--- src/hdl/tgfo_pkg.sv ---
// ----------------------------------------------------------------------------
// tgfo_pkg
// Shared widths, code constants and types for the glyph offset block.
// ----------------------------------------------------------------------------
package tgfo_pkg;

  localparam int unsigned BYTE_W      = 8;
  localparam int unsigned OFFSET_W    = 19;
  localparam int unsigned CODE_IDX_W  = 7;
  localparam int unsigned GLYPH_IDX_W = 14;
  localparam int unsigned GLYPH_SHIFT = 5;   // 32 bytes per glyph
  localparam int unsigned QUEUE_DEPTH = 2;

  localparam logic [BYTE_W-1:0] CODE_BASE   = 8'd161;
  localparam logic [BYTE_W-1:0] CODE_TOP    = 8'd254;
  localparam logic [BYTE_W-1:0] ASCII_ROW   = 8'd163;
  localparam logic [BYTE_W-1:0] ASCII_SHIFT = 8'd128;
  localparam logic [BYTE_W-1:0] SPACE_CODE  = 8'd161;
  localparam logic [BYTE_W-1:0] SPACE_BYTE  = 8'd32;
  localparam logic [BYTE_W-1:0] ASCII_FIRST = 8'd33;
  localparam logic [BYTE_W-1:0] ASCII_LAST  = 8'd127;

  localparam logic [GLYPH_IDX_W-1:0] ROW_LEN = 14'd94;

  typedef struct packed {
    logic [BYTE_W-1:0] lead;
    logic [BYTE_W-1:0] trail;
  } code_t;

  // one code pair moving between the stages
  typedef struct packed {
    logic  valid;
    code_t code;
  } code_req_t;

endpackage

--- src/hdl/tgfo_if.sv ---
// ----------------------------------------------------------------------------
// tgfo_if
// Valid/ready channels for text bytes in and glyph offsets out.
// ----------------------------------------------------------------------------
interface tgfo_in_if;
  logic                       valid;
  logic                       ready;
  logic [tgfo_pkg::BYTE_W-1:0] text_byte;
  logic                       end_of_text;

  modport source (output valid, output text_byte, output end_of_text, input ready);
  modport sink   (input valid, input text_byte, input end_of_text, output ready);
endinterface

interface tgfo_out_if;
  logic                         valid;
  logic                         ready;
  logic [tgfo_pkg::OFFSET_W-1:0] glyph_offset;
  logic                         bad_code;

  modport source (output valid, output glyph_offset, output bad_code, input ready);
  modport sink   (input valid, input glyph_offset, input bad_code, output ready);
endinterface

--- src/hdl/tgfo_front.sv ---
// ----------------------------------------------------------------------------
// tgfo_front
// Accepts text bytes, holds a pending lead byte and forms code pairs.
// ----------------------------------------------------------------------------
module tgfo_front (
  input  logic                  clk,
  input  logic                  rst_n,
  tgfo_in_if.sink               in_ch,
  input  logic                  q_full,
  output tgfo_pkg::code_req_t   push
);

  logic                        lead_pending_r, lead_pending_nxt;
  logic [tgfo_pkg::BYTE_W-1:0] lead_byte_r, lead_byte_nxt;
  logic                        accept;
  logic                        is_ascii;
  logic                        is_space;

  assign in_ch.ready = !q_full;
  assign accept      = in_ch.valid && in_ch.ready;
  assign is_ascii    = (in_ch.text_byte >= tgfo_pkg::ASCII_FIRST) &&
                       (in_ch.text_byte <= tgfo_pkg::ASCII_LAST);
  assign is_space    = (in_ch.text_byte == tgfo_pkg::SPACE_BYTE);

  always_comb begin
    lead_pending_nxt = lead_pending_r;
    lead_byte_nxt    = lead_byte_r;
    push.valid       = 1'b0;
    push.code.lead   = tgfo_pkg::SPACE_CODE;
    push.code.trail  = tgfo_pkg::SPACE_CODE;
    if (accept) begin
      priority if (lead_pending_r) begin
        // any byte completes the pair
        push.valid       = 1'b1;
        push.code.lead   = lead_byte_r;
        push.code.trail  = in_ch.text_byte;
        lead_pending_nxt = 1'b0;
        lead_byte_nxt    = '0;
      end else if (is_ascii) begin
        push.valid      = 1'b1;
        push.code.lead  = tgfo_pkg::ASCII_ROW;
        push.code.trail = in_ch.text_byte + tgfo_pkg::ASCII_SHIFT;
      end else if (is_space) begin
        push.valid = 1'b1;
      end else if (!in_ch.end_of_text) begin
        lead_pending_nxt = 1'b1;
        lead_byte_nxt    = in_ch.text_byte;
      end else begin
        // lead byte at end of text is dropped
        lead_pending_nxt = 1'b0;
      end
    end
  end

  always_ff @(posedge clk) begin
    if (!rst_n) begin
      lead_pending_r <= 1'b0;
      lead_byte_r    <= '0;
    end else begin
      lead_pending_r <= lead_pending_nxt;
      lead_byte_r    <= lead_byte_nxt;
    end
  end

`ifndef NO_ASSERTIONS
  a_pair_clears_lead: assert property (@(posedge clk) disable iff (!rst_n)
    (accept && lead_pending_r) |=> !lead_pending_r)
    else $error("lead byte still pending after its trail byte");

  a_push_needs_accept: assert property (@(posedge clk) disable iff (!rst_n)
    push.valid |-> accept)
    else $error("code pair pushed without a transfer");

  a_lead_push_exclusive: assert property (@(posedge clk) disable iff (!rst_n)
    (accept && !lead_pending_r && !push.valid && !in_ch.end_of_text) |=> lead_pending_r)
    else $error("lead byte not held");
`endif

endmodule

--- src/hdl/tgfo_queue.sv ---
// ----------------------------------------------------------------------------
// tgfo_queue
// Short register queue of code pairs between the front and back stages.
// ----------------------------------------------------------------------------
module tgfo_queue #(
  parameter int unsigned DEPTH = tgfo_pkg::QUEUE_DEPTH
) (
  input  logic                clk,
  input  logic                rst_n,
  input  tgfo_pkg::code_req_t push,
  output logic                full,
  output tgfo_pkg::code_req_t head,
  input  logic                pop
);

  localparam int unsigned PTR_W = (DEPTH > 1) ? $clog2(DEPTH) : 1;
  localparam int unsigned CNT_W = $clog2(DEPTH + 1);

  tgfo_pkg::code_t    slot_r [DEPTH];
  logic [PTR_W-1:0]   wr_ptr_r, wr_ptr_nxt;
  logic [PTR_W-1:0]   rd_ptr_r, rd_ptr_nxt;
  logic [CNT_W-1:0]   count_r, count_nxt;
  logic               do_push;
  logic               do_pop;

  assign full       = (count_r == CNT_W'(DEPTH));
  assign head.valid = (count_r != '0);
  assign head.code  = slot_r[rd_ptr_r];
  assign do_push    = push.valid && !full;
  assign do_pop     = pop && head.valid;

  always_comb begin
    wr_ptr_nxt = wr_ptr_r;
    rd_ptr_nxt = rd_ptr_r;
    count_nxt  = count_r;
    if (do_push) begin
      wr_ptr_nxt = (wr_ptr_r == PTR_W'(DEPTH - 1)) ? '0 : wr_ptr_r + 1'b1;
    end
    if (do_pop) begin
      rd_ptr_nxt = (rd_ptr_r == PTR_W'(DEPTH - 1)) ? '0 : rd_ptr_r + 1'b1;
    end
    unique case ({do_push, do_pop})
      2'b10:   count_nxt = count_r + 1'b1;
      2'b01:   count_nxt = count_r - 1'b1;
      default: count_nxt = count_r;
    endcase
  end

  always_ff @(posedge clk) begin
    if (!rst_n) begin
      wr_ptr_r <= '0;
      rd_ptr_r <= '0;
      count_r  <= '0;
    end else begin
      wr_ptr_r <= wr_ptr_nxt;
      rd_ptr_r <= rd_ptr_nxt;
      count_r  <= count_nxt;
    end
  end

  always_ff @(posedge clk) begin
    if (do_push) begin
      slot_r[wr_ptr_r] <= push.code;
    end
  end

`ifndef NO_ASSERTIONS
  a_count_bound: assert property (@(posedge clk) disable iff (!rst_n)
    count_r <= CNT_W'(DEPTH))
    else $error("queue count beyond depth");

  a_no_push_lost: assert property (@(posedge clk) disable iff (!rst_n)
    push.valid |-> !full)
    else $error("code pair pushed into a full queue");

  a_count_step: assert property (@(posedge clk) disable iff (!rst_n)
    (do_push && !do_pop) |=> count_r == $past(count_r) + 1'b1)
    else $error("queue count did not follow a push");
`endif

endmodule

--- src/hdl/tgfo_back.sv ---
// ----------------------------------------------------------------------------
// tgfo_back
// Checks a code pair and computes its glyph offset into an output register.
// ----------------------------------------------------------------------------
module tgfo_back (
  input  logic                clk,
  input  logic                rst_n,
  input  tgfo_pkg::code_req_t head,
  output logic                pop,
  tgfo_out_if.source          out_ch
);

  logic                                  out_valid_r, out_valid_nxt;
  logic [tgfo_pkg::OFFSET_W-1:0]         offset_r;
  logic                                  bad_r;
  logic                                  lead_ok;
  logic                                  trail_ok;
  logic [tgfo_pkg::BYTE_W-1:0]           lead_rel;
  logic [tgfo_pkg::BYTE_W-1:0]           trail_rel;
  logic [tgfo_pkg::GLYPH_IDX_W-1:0]      glyph_idx;
  logic [tgfo_pkg::OFFSET_W-1:0]         offset_calc;

  assign lead_ok  = (head.code.lead >= tgfo_pkg::CODE_BASE) &&
                    (head.code.lead <= tgfo_pkg::CODE_TOP);
  assign trail_ok = (head.code.trail >= tgfo_pkg::CODE_BASE) &&
                    (head.code.trail <= tgfo_pkg::CODE_TOP);

  assign lead_rel  = head.code.lead - tgfo_pkg::CODE_BASE;
  assign trail_rel = head.code.trail - tgfo_pkg::CODE_BASE;

  // row * 94 + column, both in range only when the code is good
  assign glyph_idx =
    tgfo_pkg::GLYPH_IDX_W'(lead_rel[tgfo_pkg::CODE_IDX_W-1:0]) * tgfo_pkg::ROW_LEN +
    tgfo_pkg::GLYPH_IDX_W'(trail_rel[tgfo_pkg::CODE_IDX_W-1:0]);
  assign offset_calc = (lead_ok && trail_ok) ?
    {glyph_idx, {tgfo_pkg::GLYPH_SHIFT{1'b0}}} : '0;

  assign pop = head.valid && (!out_valid_r || out_ch.ready);

  always_comb begin
    out_valid_nxt = out_valid_r;
    if (pop) begin
      out_valid_nxt = 1'b1;
    end else if (out_ch.ready) begin
      out_valid_nxt = 1'b0;
    end
  end

  always_ff @(posedge clk) begin
    if (!rst_n) begin
      out_valid_r <= 1'b0;
    end else begin
      out_valid_r <= out_valid_nxt;
    end
  end

  always_ff @(posedge clk) begin
    if (pop) begin
      offset_r <= offset_calc;
      bad_r    <= !(lead_ok && trail_ok);
    end
  end

  assign out_ch.valid        = out_valid_r;
  assign out_ch.glyph_offset = offset_r;
  assign out_ch.bad_code     = bad_r;

`ifndef NO_ASSERTIONS
  a_bad_zero_offset: assert property (@(posedge clk) disable iff (!rst_n)
    (out_valid_r && bad_r) |-> offset_r == '0)
    else $error("bad code carries a nonzero offset");

  a_offset_aligned: assert property (@(posedge clk) disable iff (!rst_n)
    out_valid_r |-> offset_r[tgfo_pkg::GLYPH_SHIFT-1:0] == '0)
    else $error("glyph offset not glyph aligned");

  a_pop_fills: assert property (@(posedge clk) disable iff (!rst_n)
    pop |=> out_valid_r)
    else $error("popped pair not shown at the output");
`endif

endmodule

--- src/hdl/text_to_glyph_font_offset.sv ---
// Throughput: one text byte per cycle while the queue is not full. A completed pair is
//   registered in the code-pair queue, then in the output register. The front and offset
//   stages each move one pair per cycle, decoupled by a small code-pair queue, while the
//   output is taken. The offset stage does one constant multiply by 94 and an add per cycle.
// Reset (synchronous, rst_n low) clears the pending lead byte, the queue and the
//   output valid flag; there is no clearing pass.
// ----------------------------------------------------------------------------
// text_to_glyph_font_offset
// Maps ASCII and two-byte codes of a text stream to 16x16 glyph font offsets.
// ----------------------------------------------------------------------------
module text_to_glyph_font_offset #(
  parameter int unsigned QUEUE_DEPTH = tgfo_pkg::QUEUE_DEPTH
) (
  input  logic        clk,
  input  logic        rst_n,
  tgfo_in_if.sink     in_ch,
  tgfo_out_if.source  out_ch
);

  tgfo_pkg::code_req_t push;
  tgfo_pkg::code_req_t head;
  logic                q_full;
  logic                pop;

  tgfo_front u_front (
    .clk    (clk),
    .rst_n  (rst_n),
    .in_ch  (in_ch),
    .q_full (q_full),
    .push   (push)
  );

  tgfo_queue #(
    .DEPTH (QUEUE_DEPTH)
  ) u_queue (
    .clk   (clk),
    .rst_n (rst_n),
    .push  (push),
    .full  (q_full),
    .head  (head),
    .pop   (pop)
  );

  tgfo_back u_back (
    .clk    (clk),
    .rst_n  (rst_n),
    .head   (head),
    .pop    (pop),
    .out_ch (out_ch)
  );

endmodule
--- src/flat_wrapper.sv ---
// flat-port wrapper written by rule: the top's interface ports become plain ports
module text_to_glyph_font_offset_flat 
#(
  parameter int unsigned QUEUE_DEPTH = tgfo_pkg::QUEUE_DEPTH
)
  (clk, rst_n, in_ch_valid, in_ch_text_byte, in_ch_end_of_text, in_ch_ready, out_ch_valid, out_ch_glyph_offset, out_ch_bad_code, out_ch_ready);
  tgfo_in_if in_ch_i ();
  tgfo_out_if out_ch_i ();
  input  logic clk;
  input  logic rst_n;
  input wire logic [$bits(in_ch_i.valid)-1:0] in_ch_valid;
  input wire logic [$bits(in_ch_i.text_byte)-1:0] in_ch_text_byte;
  input wire logic [$bits(in_ch_i.end_of_text)-1:0] in_ch_end_of_text;
  output wire logic [$bits(in_ch_i.ready)-1:0] in_ch_ready;
  output wire logic [$bits(out_ch_i.valid)-1:0] out_ch_valid;
  output wire logic [$bits(out_ch_i.glyph_offset)-1:0] out_ch_glyph_offset;
  output wire logic [$bits(out_ch_i.bad_code)-1:0] out_ch_bad_code;
  input wire logic [$bits(out_ch_i.ready)-1:0] out_ch_ready;
  assign in_ch_i.valid = in_ch_valid;
  assign in_ch_i.text_byte = in_ch_text_byte;
  assign in_ch_i.end_of_text = in_ch_end_of_text;
  assign in_ch_ready = in_ch_i.ready;
  assign out_ch_valid = out_ch_i.valid;
  assign out_ch_glyph_offset = out_ch_i.glyph_offset;
  assign out_ch_bad_code = out_ch_i.bad_code;
  assign out_ch_i.ready = out_ch_ready;
  text_to_glyph_font_offset #(.QUEUE_DEPTH(QUEUE_DEPTH)) u_core (.clk(clk), .rst_n(rst_n), .in_ch(in_ch_i), .out_ch(out_ch_i));
endmodule
--- config.mk ---
export PLATFORM = sky130hd
export DESIGN_NAME = text_to_glyph_font_offset_flat
export DESIGN_NICKNAME = d
export VERILOG_FILES = /design/src/hdl/tgfo_pkg.sv /design/src/hdl/tgfo_if.sv /design/src/hdl/tgfo_front.sv /design/src/hdl/tgfo_queue.sv /design/src/hdl/tgfo_back.sv /design/src/hdl/text_to_glyph_font_offset.sv /design/src/flat_wrapper.sv
export SDC_FILE = /design/constraint.sdc
export NUM_CORES = 1
export LEC_CHECK = 0
export BUFFER_PORTS_ARGS = -buffer_cell sky130_fd_sc_hd__buf_2
export CAP_MARGIN = 20
export CORE_ASPECT_RATIO = 1.5
export CORE_MARGIN = 4
export CORE_UTILIZATION = 55
export CTS_BUF_LIST = sky130_fd_sc_hd__clkbuf_2
export DETAILED_ROUTE_END_ITERATION = 10
export GPL_TIMING_DRIVEN = 1
export HOLD_SLACK_MARGIN = 0.03
export PLACE_DENSITY = 0.74
export SYNTH_ARGS = -nofsm -noshare
export SYNTH_HDL_FRONTEND = slang
export SYNTH_SLANG_ARGS = --single-unit
--- constraint.sdc ---
create_clock -name clk -period 8.7 [get_ports clk]
set_input_delay 2.175 -clock clk [delete_from_list [all_inputs] [get_ports clk]]
set_output_delay 2.175 -clock clk [all_outputs]
set_load 0.02 [all_outputs]
==> flow_summary_export.csv, run 1 <==
group,metric,value,unit
run_status,status,"finished clean",
layout,area_growth,8.26,%
sta,fmax,0.170,GHz
route,routed_wl,7770,um
yosys,synthCells,405,
route,via_per_inst,5.35,
yosys,synth_most_common_cell,"inv_1",
setup_path,crit_chain,"buf_4 > mux2i_1 > ha_1 > o21ai_1 > xor2_1 > inv_1 > fa_1 > inv_1 > ha_1 > fa_1 > fa_1 > ha_1 > o21a_1 > o31a_1 > o21a_1 > o2111a_1 > nand2_1 > mux2_2",
sta,setup_viol,0,
sta,rsz0062_at_grt,"false",
setup_path,worstPathArrival,6150,ps
yosys,synth_area,4290,um^2
setup_path,crit_type,"reg2reg",
yosys,synth-edff-count,47,
yosys,async_reset_ff_share,0,%
clocking,clockBufferDepth,2,
clocking,cts-root-buf,"clkbuf_2",
floorplanning,die-area,9300,um^2
yosys,synth_top_family_by_area,"adder cells",
yosys,synth_top_area_cell,"edfxtp_1",
hold_path,hp-class,"reg2reg",
clocking,cts_tree,"yes",
route,remaining_drc_errors,0,
floorplanning,fp.dieH,116,um
sta,setup_tns,0,ps
clocking,numClockSinks,62,
floorplanning,die_x,80.1,um
setup_path,slowest_stage,"mux2i_1",
floorplanning,start_util,56.3,%
yosys,yosys.area_share.simple,14.0,%
setup_path,worstPathBufferInverterCount,3,
setup_path,required,8970,ps
clocking,clkSlewWorstSetupHoldPaths,210,ps
yosys,synthAdderAreaFrac,17.9,%
route,ant_nets,0,
yosys,synth_area_leaders,"edfxtp_1 33%, ha_1 11%, dfxtp_1 7.0%, fa_1 6.5%, inv_1 4.4%",
yosys,yosysSeqAreaShare,39.9,%
placed_design,gp_congestion,0.880,
clocking,postCtsHoldBufs,0,
layout,diodes,0,
setup_path,cpPeakStageDelay,610,ps
yosys,synth_top_cell_area_share,32.9,%
clocking,htreeDepth,3,
placed_design,placement.io_buffers,29,
clocking,worstSkewPairLatency,500,ps
sta,finalCritPeriodShare,67.5,%
sta,slew_headroom,50.3,%
yosys,synth.avg_cell_area,10.6,um^2
layout,nets,506,
route,wire_per_inst,14.2,um
yosys,synthXorXnorAreaFrac,5.31,%
yosys,yosys_warnings,0,
global_route,grt_pass1_vias,3089,
setup_path,startpoint_type,"register",
setup_path,path_max_fanout,24,
route,drt-pass1-iter-count,5,
layout,fin_util,60.9,%
floorplanning,row_count,39,
yosys,synthTopCellsByCount,"50 x inv_1, 47 x edfxtp_1, 39 x ha_1",
global_route,grt_overflow_total,0,
yosys,ys.flop_type,"edfxtp_1",
route,drtIter0Drc,89,
global_route,grt_pass1_wl,13200,um
route,dr_total_vias,2926,
sta,skew,39.0,ps
sta,min_period,5870,ps
layout,post_route_cells_drive_above_1_share,15.1,%
flow_run,cap_violations,0,
clocking,cts_setup_buffers,0,
global_route,grt_util_all_layers,18.4,%
layout,fillCellCount,669,
yosys,synth-seq-cells,62,
setup_path,r2r_setup_slack,2830,ps
clocking,cts_resized,0,
clocking,cts_buffers,9,
placed_design,dpl.hpwl,6150,um
yosys,muxShareOfSynthArea,3.68,%
floorplanning,core_area,7610,um^2
setup_path,crit_family,"adder cells",
setup_path,worstSetupEndpointType,"register",
sta,finalMaxSlewViolations,0,
global_route,grt_max_degree,25,
yosys,ys_types,59,
floorplanning,io_pins,35,
sta,worst_pin_slew,740,ps
sta,finalHoldViolCount,0,
global_route,antenna_found_initial,0,
yosys,synth_compound_area_share,12.1,%
## registers in the layout, indices dropped and copies added (netlist names), named ones only
register                           count
u_core.u_back.out_ch.glyph_offset     14
u_core.u_front.lead_pending_r          1
u_core.u_queue.rd_ptr_r                1
u_core.u_front.lead_byte_r             8
u_core.u_queue.count_r                 2
u_core.u_queue.slot_r                 32
u_core.u_back.out_ch.bad_code          1
u_core.u_queue.wr_ptr_r                1
u_core.u_back.out_ch.valid             1
## cells by family after synthesis
kind of cell | after synthesis
compound gates | 71
simple gates | 114
flops | 62
buf+inv | 63
xor+xnor | 26
mux | 15
fa+ha+maj | 53
other cells | 1
## metal layers
metal | vias up | global-route usage [%] | wire length [um]
met5 | - | 0 | 0
met4 | 0 | 8.23 | 198
met3 | 18 | 3.94 | 289
met2 | 61 | 36.6 | 4480
met1 | 1369 | 17.5 | 2800
li1 | 1478 | - | -
## path summary, 6_finish.rpt
| path | startpoint | to | cells past startpoint |
|---|---|---|---|
| worst max-delay path | register | u_core.u_back.out_ch.glyph_offset[18]$_SDFFCE_PN0P_ | 18 |
| worst min-delay path | u_core.u_front.lead_byte_r[0]$_SDFFE_PN0P_ | u_core.u_queue.slot_r[0][8]$_DFFE_PP_ | 1 |
| worst max register to register | register | u_core.u_back.out_ch.glyph_offset[18]$_SDFFCE_PN0P_ | 18 |
| worst min register to register | u_core.u_front.lead_byte_r[0]$_SDFFE_PN0P_ | u_core.u_queue.slot_r[0][8]$_DFFE_PP_ | 1 |
## metrics by stage
stage	cell area (um^2)	setup slack (ps)	instances	hold slack (ps)
floorplan	4300	3350	409	480
global placement	4500	3000	531	499
detailed placement	4500	2830	531	505
global route	4640	2400	547	554
CTS	4640	2790	547	546
finish	4640	2830	547	546
## area by class of cell
type                       count  area (um^2)  share of cell area, %
tap                          102          128                   2.75
inverter                      50          188                   4.05
clock buffer                   9         45.0                  0.971
sequential                    62         1710                   36.9
timing repair buffer          33          175                   3.78
multi-input combinational    284         2290                   49.5
clock inverter                 7         97.6                   2.10
## cell usage in the layout, fill, tap and decap left out, types with 11 or more instances in the layout
cell type / n
o21ai_0: 11
dfxtp_1: 15
buf_2: 29
nor2_1: 34
xnor2_1: 17
nor2b_1: 14
edfxtp_1: 47
nand2_1: 16
mux2i_1: 12
ha_1: 39
inv_1: 50
fa_1: 14
## worst reg2reg max path, stage by stage (launching register included)
cell and delay [ps]:
dfxtp_1 350, buf_4 290, mux2i_1 620, ha_1 330, o21ai_1 130, xor2_1 340, inv_1 160, fa_1 560
inv_1 50, ha_1 310, fa_1 530, fa_1 500, ha_1 350, o21a_1 130, o31a_1 140, o21a_1 240
o2111a_1 240, nand2_1 70, mux2_2 330
Power of run 1 is not shown: default switching activity piles up to over one toggle a cycle in this logic, so the estimate is an artifact.
==> inputs of run 2 (changes only) <==
- ABC_AREA: unset -> 1
- clock period: 8.7 -> 5.9 ns (I/O delays scaled with it)
==> run 2 against run 1 <==
Non-clock buffer count fell by 1. Clock-buffer cell count grew 1. First-iteration DRC count up 12%. Global-route usage increased by 0.26 points. Critical path depth rose by 7. Setup slack got worse by 2200 ps.
==> flow_summary_export.csv, run 2 <==
group,metric,value,unit
run_status,status,"finished clean",
yosys,synth.avg_cell_area,8.03,um^2
global_route,grt_pass1_vias,3476,
clocking,htreeDepth,3,
floorplanning,row_count,40,
sta,finalCritPeriodShare,89.1,%
layout,finalNonFillerCells,702,
sta,fmax,0.190,GHz
floorplanning,io_pins,35,
floorplanning,start_util,56.1,%
placed_design,dpl.hpwl,6480,um
yosys,synth_area_leaders,"edfxtp_1 32%, nand2_1 12%, ha_1 11%, inv_1 8.2%, dfxtp_1 6.7%",
setup_path,r2r_setup_slack,640,ps
global_route,grt_util_all_layers,18.7,%
sta,worst_pin_slew,580,ps
sta,slew_headroom,61.3,%
global_route,grt_overflow_total,0,
sta,skew,37.7,ps
yosys,synthTopCellsByCount,"142 x nand2_1, 98 x inv_1, 52 x nor2_1",
sta,rsz0062_at_grt,"false",
global_route,grt_pass1_wl,14300,um
yosys,synth-edff-count,47,
global_route,grt_max_degree,24,
clocking,clockBufferDepth,2,
clocking,clkSlewWorstSetupHoldPaths,170,ps
placed_design,dpl.cell_count,686,
hold_path,hold_path_startpoint,"u_core.u_queue.rd_ptr_r$_SDFFE_PN0P_",
layout,largest_register_ffs,32,
yosys,yosys_warnings,0,
route,drt-pass1-iter-count,5,
layout,layout_common_cells,"142 x nand2_1, 98 x inv_1, 52 x nor2_1",
route,drtIter0Drc,100,
route,dr_total_vias,3473,
hold_path,hp-class,"reg2reg",
global_route,antenna_found_initial,0,
hold_path,min_path_cells,1,
setup_path,crit_top_cell,"inv_1",
clocking,worstSkewPairLatency,460,ps
setup_path,startpoint_type,"register",
clocking,cts-root-buf,"clkbuf_2",
setup_path,crit_type,"reg2reg",
layout,nets,658,
layout,diodes,0,
layout,layout_commonest_cell,"nand2_1",
setup_path,worstPathArrival,5490,ps
route,routed_wl,7870,um
setup_path,r2r_cells,25,
sta,setup_tns,0,ps
layout,post_route_cells_drive_above_1_share,12.4,%
sta,setup_viol,0,
route,remaining_drc_errors,0,
placed_design,gp_congestion,0.858,
yosys,async_reset_ff_share,0,%
sta,finalMaxSlewViolations,0,
route,via_per_inst,4.95,
yosys,yosysSeqAreaShare,38.3,%
yosys,ys.flop_type,"edfxtp_1",
setup_path,slowest_stage,"fa_1",
clocking,numClockSinks,62,
clocking,cts_buffers,9,
floorplanning,die_x,81.6,um
yosys,synthCells,556,
floorplanning,fp.dieH,118,um
sta,finalHoldViolCount,0,
layout,largest-register,"u_core.u_queue.slot_r",
setup_path,required,6130,ps
setup_path,worstSetupEndpointType,"register",
route,wire_per_inst,11.2,um
yosys,synth_most_common_cell,"nand2_1",
layout,area_growth,8.13,%
setup_path,cpPeakStageDelay,550,ps
yosys,synth_area,4460,um^2
clocking,cts_tree,"yes",
yosys,synth_top_cell_area_share,31.6,%
floorplanning,die-area,9650,um^2
yosys,ys_types,34,
setup_path,reg2reg_to,"u_core.u_back.out_ch.glyph_offset[18]$_SDFFCE_PN0P_",
setup_path,path_max_fanout,23,
flow_run,cap_violations,0,
floorplanning,core_area,7960,um^2
yosys,synth_top_area_cell,"edfxtp_1",
clocking,cts_setup_buffers,0,
hold_path,min_to,"u_core.u_queue.rd_ptr_r$_SDFFE_PN0P_",
placed_design,placement.io_buffers,29,
yosys,synth-seq-cells,62,
route,ant_nets,0,
sta,min_period,5260,ps
-- run 2: changes by cell type after synthesis, sizes merged, moves of 6 or more --
cell,change
a211oi,-6
a21oi,+8
a22oi,-9
and3,-7
inv,+55
mux2i,-12
nand2,+127
nand3,+24
nor2,+30
nor2b,-14
o211ai,-6
o21ai,+7
xnor2,-17
xor2,+10
-- run 2: logic make-up (layout without fill, tap and decap cells) --
family	after synthesis	after routing	share of synthesized area (%)
AND/OR/NAND/NOR	259	259	24.7
buffers and inverters	118	155	10.6
flip-flops	62	62	38.3
adder cells (fa/ha/maj)	53	53	17.2
AO/OA/AOI/OAI	44	44	5.38
XOR/XNOR	19	19	3.73
other	1	5	0.0840
-- run 2: layer usage --
layer,up-vias,global-route usage [%],share of wire (%)
met1,1581,18.7,37
li1,1821,-,-
met3,14,3.28,3.2
met4,0,7.51,2.7
met2,57,35.9,57
met5,-,0,0
-- run 2: timing repair --
action | 4_1_cts | 5_1_grt
resized for setup | 0 | 1
endpoints found under the setup margin | 0 | 1
endpoints found under the hold margin | 0 | 0
hold buffers | 0 | 0
-- run 2: worst max-delay path by stage --
stage / end / depth (start not counted)
after detailed placement: u_core.u_back.out_ch.glyph_offset[18]$_SDFFCE_PN0P_ / 24
after floorplan: u_core.u_back.out_ch.glyph_offset[18]$_SDFFCE_PN0P_ / 27
after global routing: u_core.u_back.out_ch.glyph_offset[18]$_SDFFCE_PN0P_ / 26
after CTS: u_core.u_back.out_ch.glyph_offset[18]$_SDFFCE_PN0P_ / 24
after global placement: u_core.u_back.out_ch.glyph_offset[18]$_SDFFCE_PN0P_ / 24
final: u_core.u_back.out_ch.glyph_offset[18]$_SDFFCE_PN0P_ / 25
-- run 2: area by class of cell --
cell class,count,area [um^2]
multi-input cells,380,2300
well taps,105,131
clock buffers,10,50.0
clock inverters,6,60.1
flip-flops and latches,62,1710
repair buffers,32,168
fillers,701,3130
inverters,107,404
-- run 2: critical path, delay by kind of cell, from the launching register on --
family | cells | cell delay [ps]
fa+ha+maj | 6 | 2240
compound gates | 1 | 330
simple gates | 10 | 990
buf+inv | 6 | 530
flops | 1 | 360
xor+xnor | 2 | 580
-- run 2: through the flow --
| stage | hold slack, ps | instance area (um^2) | worst slack (ps) | util [%] |
|---|---|---|---|---|
| floorplan | 425 | 4480 | 893 | - |
| global placement | 444 | 4710 | 731 | 59.2 |
| detailed placement | 450 | 4710 | 589 | 59.2 |
| CTS | 474 | 4820 | 546 | 60.6 |
| global route | 492 | 4830 | 114 | 60.7 |
| finish | 469 | 4830 | 644 | 60.7 |
Power of run 2 is left out for the same reason.
